## config.mk

```make
export PLATFORM = sky130hd
export DESIGN_NAME = ascii85_stream_decoder
export DESIGN_NICKNAME = d
export VERILOG_FILES = /design/src/hdl/a85d_pkg.sv /design/src/hdl/a85d_front.sv /design/src/hdl/a85d_fifo.sv /design/src/hdl/a85d_back.sv /design/src/hdl/ascii85_stream_decoder.sv
export SDC_FILE = /design/constraint.sdc
export NUM_CORES = 1
export LEC_CHECK = 0
export BUFFER_PORTS_ARGS = -buffer_cell sky130_fd_sc_hd__buf_2
export CELL_PAD_IN_SITES_DETAIL_PLACEMENT = 0
export CELL_PAD_IN_SITES_GLOBAL_PLACEMENT = 2
export CORE_ASPECT_RATIO = 1.2
export CORE_MARGIN = 2
export CORE_UTILIZATION = 44
export DETAILED_ROUTE_END_ITERATION = 16
export PLACE_DENSITY = 0.8
export SYNTH_ARGS = -nofsm -noshare
export SYNTH_HDL_FRONTEND = slang
export SYNTH_SLANG_ARGS = --single-unit
```

## constraint.sdc

```tcl
create_clock -name i_clk -period 9.8 [get_ports i_clk]
set_input_delay 0.98 -clock i_clk [delete_from_list [all_inputs] [get_ports i_clk]]
set_output_delay 0.98 -clock i_clk [all_outputs]
set_load 0.1 [all_outputs]
```

## src/hdl/a85d_pkg.sv

```systemverilog
// Shared types and constants for the ASCII85 stream decoder.
package a85d_pkg;

    localparam logic [7:0]  CHAR_BANG  = 8'h21;
    localparam logic [7:0]  CHAR_Z     = 8'h7A;
    localparam logic [7:0]  CHAR_TILDE = 8'h7E;
    localparam logic [7:0]  CHAR_GT    = 8'h3E;
    localparam logic [7:0]  CHAR_SPACE = 8'h20;
    localparam logic [7:0]  CHAR_TAB   = 8'h09;
    localparam logic [7:0]  CHAR_CR    = 8'h0D;

    localparam logic [31:0] BASE       = 32'd85;
    localparam logic [31:0] PAD_MUL_1  = 32'd85;
    localparam logic [31:0] PAD_MUL_2  = 32'd7225;
    localparam logic [31:0] PAD_MUL_3  = 32'd614125;

    localparam logic [2:0]  GROUP_FULL = 3'd4;

    typedef struct packed {
        logic [31:0] word;
        logic [2:0]  nbytes;
        logic        stream_end;
    } t_entry;

endpackage

```

## src/hdl/a85d_front.sv

```systemverilog
// Character classifier and group accumulator that queues decoded groups.
module a85d_front import a85d_pkg::*; (
    input  logic       i_clk,
    input  logic       i_rst_n,
    input  logic       i_valid,
    input  logic [7:0] i_char_code,
    input  logic       i_full,
    output logic       o_stall,
    output logic       o_push,
    output t_entry     o_entry
);

    logic [31:0] r_acc;
    logic [31:0] n_acc;
    logic [2:0]  r_count;
    logic [2:0]  n_count;
    logic        r_await;
    logic        n_await;

    logic        accept;
    logic        blank;
    logic [31:0] digit;
    logic [31:0] acc_step;
    logic [31:0] pad_mul;
    logic [31:0] padded;

    assign accept  = i_valid & ~i_full;
    assign o_stall = i_full;

    always_comb begin
        blank    = i_char_code inside {CHAR_SPACE, [CHAR_TAB:CHAR_CR]};
        digit    = {24'd0, i_char_code} - {24'd0, CHAR_BANG};
        acc_step = r_acc * BASE + digit;
        case (r_count)
            3'd4: begin
                pad_mul = PAD_MUL_1;
            end
            3'd3: begin
                pad_mul = PAD_MUL_2;
            end
            default: begin
                pad_mul = PAD_MUL_3;
            end
        endcase
        padded = (r_acc + 32'd1) * pad_mul - 32'd1;
    end

    always_comb begin
        n_acc   = r_acc;
        n_count = r_count;
        n_await = r_await;
        o_push  = 1'b0;
        o_entry = '0;
        if (accept && !blank) begin
            if (r_await) begin
                if (i_char_code == CHAR_GT) begin
                    n_await = 1'b0;
                end
            end else if (i_char_code == CHAR_TILDE) begin
                n_acc   = '0;
                n_count = '0;
                n_await = 1'b1;
                o_push  = 1'b1;
                o_entry.stream_end = 1'b1;
                if (r_count inside {[3'd2:3'd4]}) begin
                    o_entry.word   = padded;
                    o_entry.nbytes = r_count - 3'd1;
                end
            end else if (i_char_code == CHAR_Z && r_count == 3'd0) begin
                o_push         = 1'b1;
                o_entry.nbytes = 3'd4;
            end else if (r_count == GROUP_FULL) begin
                n_acc          = '0;
                n_count        = '0;
                o_push         = 1'b1;
                o_entry.word   = acc_step;
                o_entry.nbytes = 3'd4;
            end else begin
                n_acc   = acc_step;
                n_count = r_count + 3'd1;
            end
        end
    end

    always_ff @(posedge i_clk) begin
        if (!i_rst_n) begin
            r_acc   <= '0;
            r_count <= '0;
            r_await <= 1'b0;
        end else begin
            r_acc   <= n_acc;
            r_count <= n_count;
            r_await <= n_await;
        end
    end

endmodule

```

## src/hdl/a85d_fifo.sv

```systemverilog
// Short queue of decoded groups between the classifier and the byte emitter.
module a85d_fifo import a85d_pkg::*; #(
    parameter int DEPTH = 4
) (
    input  logic   i_clk,
    input  logic   i_rst_n,
    input  logic   i_push,
    input  t_entry i_entry,
    input  logic   i_pop,
    output t_entry o_head,
    output logic   o_full,
    output logic   o_empty
);

    localparam int PW = $clog2(DEPTH);
    localparam int CW = $clog2(DEPTH + 1);
    localparam logic [PW-1:0] LAST_IDX = PW'(DEPTH - 1);
    localparam logic [CW-1:0] FULL_CNT = CW'(DEPTH);

    t_entry        r_mem [DEPTH];
    logic [PW-1:0] r_wr_ptr;
    logic [PW-1:0] r_rd_ptr;
    logic [CW-1:0] r_count;

    assign o_head  = r_mem[r_rd_ptr];
    assign o_full  = (r_count == FULL_CNT);
    assign o_empty = (r_count == '0);

    always_ff @(posedge i_clk) begin
        if (i_push) begin
            r_mem[r_wr_ptr] <= i_entry;
        end
    end

    always_ff @(posedge i_clk) begin
        if (!i_rst_n) begin
            r_wr_ptr <= '0;
            r_rd_ptr <= '0;
            r_count  <= '0;
        end else begin
            if (i_push) begin
                r_wr_ptr <= (r_wr_ptr == LAST_IDX) ? '0 : r_wr_ptr + 1'b1;
            end
            if (i_pop) begin
                r_rd_ptr <= (r_rd_ptr == LAST_IDX) ? '0 : r_rd_ptr + 1'b1;
            end
            if (i_push && !i_pop) begin
                r_count <= r_count + 1'b1;
            end else if (!i_push && i_pop) begin
                r_count <= r_count - 1'b1;
            end
        end
    end

endmodule

```

## src/hdl/a85d_back.sv

```systemverilog
// Byte emitter that splits queued groups into output transactions.
module a85d_back import a85d_pkg::*; (
    input  logic       i_clk,
    input  logic       i_rst_n,
    input  logic       i_empty,
    input  t_entry     i_head,
    input  logic       i_stall,
    output logic       o_pop,
    output logic       o_valid,
    output logic [7:0] o_data_byte,
    output logic       o_byte_valid,
    output logic       o_last,
    output logic       o_stream_end
);

    logic        r_busy;
    logic [31:0] r_word;
    logic [2:0]  r_cnt;
    logic        r_bare;
    logic        r_end;

    logic        r_out_valid;
    logic [7:0]  r_out_byte;
    logic        r_out_bv;
    logic        r_out_last;
    logic        r_out_end;

    logic        out_free;
    logic        emit;
    logic        cur_last;

    assign out_free = ~r_out_valid | ~i_stall;
    assign emit     = r_busy & out_free;
    assign cur_last = r_bare | (r_cnt == 3'd1);
    assign o_pop    = ~i_empty & (~r_busy | (emit & cur_last));

    assign o_valid      = r_out_valid;
    assign o_data_byte  = r_out_byte;
    assign o_byte_valid = r_out_bv;
    assign o_last       = r_out_last;
    assign o_stream_end = r_out_end;

    always_ff @(posedge i_clk) begin
        if (!i_rst_n) begin
            r_busy      <= 1'b0;
            r_out_valid <= 1'b0;
        end else begin
            if (out_free) begin
                r_out_valid <= r_busy;
            end
            if (o_pop) begin
                r_busy <= 1'b1;
            end else if (emit && cur_last) begin
                r_busy <= 1'b0;
            end
        end
    end

    always_ff @(posedge i_clk) begin
        if (o_pop) begin
            r_word <= i_head.word;
            r_cnt  <= i_head.nbytes;
            r_bare <= (i_head.nbytes == 3'd0);
            r_end  <= i_head.stream_end;
        end else if (emit) begin
            r_word <= {r_word[23:0], 8'd0};
            r_cnt  <= r_cnt - 3'd1;
        end
        if (emit) begin
            r_out_byte <= r_bare ? 8'd0 : r_word[31:24];
            r_out_bv   <= ~r_bare;
            r_out_last <= cur_last;
            r_out_end  <= cur_last & r_end;
        end
    end

endmodule

```

## src/hdl/ascii85_stream_decoder.sv

```systemverilog
// ASCII85 stream decoder top level: one text character in, decoded bytes out.
// The decoder takes one character per cycle while o_stall is low. Whitespace
// and characters seen while waiting for the closing '>' produce no output. A
// complete group of five digits or a 'z' produces four output transactions,
// and a '~' produces one to three bytes or a bare end marker. The byte emitter
// delivers one transaction per cycle while i_stall is low, so a sustained
// stream of groups runs at the input rate, while a run of 'z' characters is
// held back by o_stall once the queue of FIFO_DEPTH pending groups has filled.
// With an empty queue, the result of a character is written into the queue,
// loaded into the byte emitter and registered at the output before it shows.
module ascii85_stream_decoder import a85d_pkg::*; #(
    parameter int FIFO_DEPTH = 4
) (
    input  logic       i_clk,
    input  logic       i_rst_n,
    input  logic       i_valid,
    input  logic [7:0] i_char_code,
    output logic       o_stall,
    output logic       o_valid,
    output logic [7:0] o_data_byte,
    output logic       o_byte_valid,
    output logic       o_last,
    output logic       o_stream_end,
    input  logic       i_stall
);

    logic   push;
    logic   pop;
    logic   full;
    logic   empty;
    t_entry push_entry;
    t_entry head;

    a85d_front u_front (
        .i_clk       (i_clk),
        .i_rst_n     (i_rst_n),
        .i_valid     (i_valid),
        .i_char_code (i_char_code),
        .i_full      (full),
        .o_stall     (o_stall),
        .o_push      (push),
        .o_entry     (push_entry)
    );

    a85d_fifo #(
        .DEPTH (FIFO_DEPTH)
    ) u_fifo (
        .i_clk   (i_clk),
        .i_rst_n (i_rst_n),
        .i_push  (push),
        .i_entry (push_entry),
        .i_pop   (pop),
        .o_head  (head),
        .o_full  (full),
        .o_empty (empty)
    );

    a85d_back u_back (
        .i_clk        (i_clk),
        .i_rst_n      (i_rst_n),
        .i_empty      (empty),
        .i_head       (head),
        .i_stall      (i_stall),
        .o_pop        (pop),
        .o_valid      (o_valid),
        .o_data_byte  (o_data_byte),
        .o_byte_valid (o_byte_valid),
        .o_last       (o_last),
        .o_stream_end (o_stream_end)
    );

endmodule
```

==> results.md <==
- Outcome: completed
- FF/Latch Area: 6710 um^2
- Post-DR vias/cell: 5.15
- Yosys warns: 0
- Critical Path Max Stage Delay: 0.52 ns
- Synth top area share: 0.263
- Worst Setup Path Type: flip-flop to flip-flop
- Worst-margin pin slew: 1.17 ns
- Slowest CP cell: fa_1
- Req. time, crit path: 10.16 ns
- Initial antenna violation count: 0
- Hpwl dp: 53800 um
- Syn_nets: 3033
- WL per Instance: 20.3 um
- Vias in the first global route: 18214
- Clk slew on worst S/H paths: 0.07 ns
- Synthesized cell area: 25300 um^2
- Synthesized flop and latch total: 239
- Global-route wire length before repair: 103000 um
- CP Capture Type: flip-flop
- CP delay by family, top: adder cells
- Slew headroom: 0.215
- Crit start category: flip-flop
- Number of I/O port buffers: 24
- CP bufs+invs: 7
- Max-cap violations: 0
- Post-synth EDFFs: 192
- Clock sink count: 239
- Largest net degree at the start of global routing: 53
- Min Clock Period, post-route: 9.28 ns
- Most frequent CP cell: fa_1
- Die Width: 223 um
- Die area: 59500 um^2
- Worst hold path class: flip-flop to flip-flop
- Fill cells: 5325
- H-tree depth: 1
- Num CTS Buffers: 22
- Setup bufs post-CTS: 0
- CTS tree: done
- RSZ-0062 raised after global routing: false
- Synth area leaders: fa_1 26%, edfxtp_1 23%, ha_1 13%
- Final period util: 0.947
- Clock network latency to the later pin of the worst-skew pair: 0.52 ns
- Setup Viol. Count Final: 0
- Initial Util: 0.444
- Die Y: 267 um
- CTS root buf: clkbuf_16
- Yosys cell types: 68
- Final hold vios: 0
- Clk_skew: 0.0131 ns
- ANT nets after route: 0
- Fraction of layout cells with a size suffix above 1: 0.0659
- Most frequent cells in the layout: 583 x inv_1, 333 x fa_1, 265 x ha_1
- Gp weighted congestion: 0.940
- Total GRT Usage: 0.227
- Commonest non-fill, non-tap cell in the layout: inv_1
- FMAX: 0.108 GHz
- Register area share after synthesis: 0.265
- Final nets: 3066
- Syn Area/Cell: 10.4 um^2
- Worst Path Arrival: 9.63 ns
- Initial drt markers: 983
- Clock buffer depth: 3
- Iteration count of the initial detailed-routing pass: 5
- Final TNS setup: 0 ns
- Multi-input gate area: 16200 um^2
- Grt total ovfl: 0
- Ant diodes: 0
- Crit-path max FO: 8
- Final Slew Violations: 0
- Gates resized, CTS repair: 0
- FFs w/ async S/R, synth: 0
- Cts hold-fix bufs: 0
- Drt total wl: 65000 um
- P&R area growth vs syn: 7.41%
- FP Rows: 96
- I/O pin cnt: 25
- CORE AREA: 57100 um^2
- DRC violations left: 0
- DR vias: 16528
- Syn Inst Count: 2423
- Most used DFF post-synth: edfxtp_1
- Leading area contributor after synthesis: fa_1
## flip-flops by register name (all words and copies together), names as in the netlist, 2 cells and up, named ones only
| name | count |
|---|---|
| u_front.r_count | 3 |
| u_fifo.r_rd_ptr | 2 |
| u_fifo.r_mem | 144 |
| u_back.r_word | 32 |
| u_fifo.r_wr_ptr | 2 |
| u_fifo.r_count | 3 |
| u_back.r_cnt | 3 |
| u_front.r_acc | 32 |
| u_back.o_data_byte | 8 |
## path summary, 6_finish.rpt
kind,cells after the start,from,to,slack [ns]
min,2,u_fifo.r_rd_ptr[1],u_fifo.r_rd_ptr[1],0.50
max,32,u_front.r_acc[1],u_fifo.r_mem[1][35],0.52
min reg2reg,2,u_fifo.r_rd_ptr[1],u_fifo.r_rd_ptr[1],0.50
max reg2reg,32,u_front.r_acc[1],u_fifo.r_mem[1][35],0.52
## Yosys cell counts (all sizes together) (9+ instances only)
cell type	instances
nand3	32
and2	12
and3	17
edfxtp	192
o21a	9
xnor2	99
nor2b	56
a22oi	41
nand2b	10
ha	265
nor2	144
a21o	23
dfxtp	47
mux4	36
buf	10
fa	333
nor3	22
nand2	171
inv	583
xor2	31
nand4	11
a31o	9
o21ai	46
a21oi	67
clkbuf	42
## stage by stage
stage | setup slack, ns | hold slack (ns) | util | std cells | cell area [um^2]
final | 0.523 | 0.504 | 0.476 | 3207 | 27200
after global placement | 0.701 | 0.480 | 0.464 | 3167 | 26500
after global routing | 0.111 | 0.542 | 0.476 | 3207 | 27200
after detailed placement | 0.598 | 0.501 | 0.464 | 3167 | 26500
after floorplan | 1.68 | 0.467 | - | 2423 | 25300
after CTS | 0.567 | 0.511 | 0.476 | 3207 | 27200
## worst reg2reg max path, delay by kind of cell, from the launching register on
family | cells | cell delay, ns
adders and majority gates | 9 | 4.08
and+or+nand+nor | 7 | 1.61
AOI/OAI and AO/OA | 7 | 1.36
buffers and inverters | 7 | 0.86
xor gates and xnor gates | 2 | 0.71
DFF | 1 | 0.50
## cell families (layout without fill, tap and decap cells)
family,Yosys count,after routing,share of synthesized area
AOI/OAI and AO/OA,254,254,0.0653
adders and majority gates,598,598,0.394
muxes,43,43,0.0348
and+or+nand+nor,516,516,0.0972
DFF,239,239,0.265
buffers and inverters,640,689,0.0950
xor gates and xnor gates,133,133,0.0483
## layout make-up
type	count	share of cell area
timing repair buffer	61	0.0146
sequential	239	0.247
inverter	588	0.0812
clock buffer	27	0.0225
clock inverter	13	0.00405
tap	735	0.0338
multi-input combinational	1544	0.597
## layer usage
| metal | share of wire | routed length (um) | vias up | GRT usage |
|---|---|---|---|---|
| li1 | - | - | 7836 | - |
| met1 | 0.42 | 27500 | 8344 | 0.285 |
| met3 | 0.023 | 1510 | 79 | 0.0109 |
| met5 | 0 | 0 | - | 0 |
| met2 | 0.53 | 34300 | 269 | 0.427 |
| met4 | 0.025 | 1630 | 0 | 0.0562 |
Power is not shown: default switching activity piles up to over one toggle a cycle in this logic, so the estimate is an artifact.
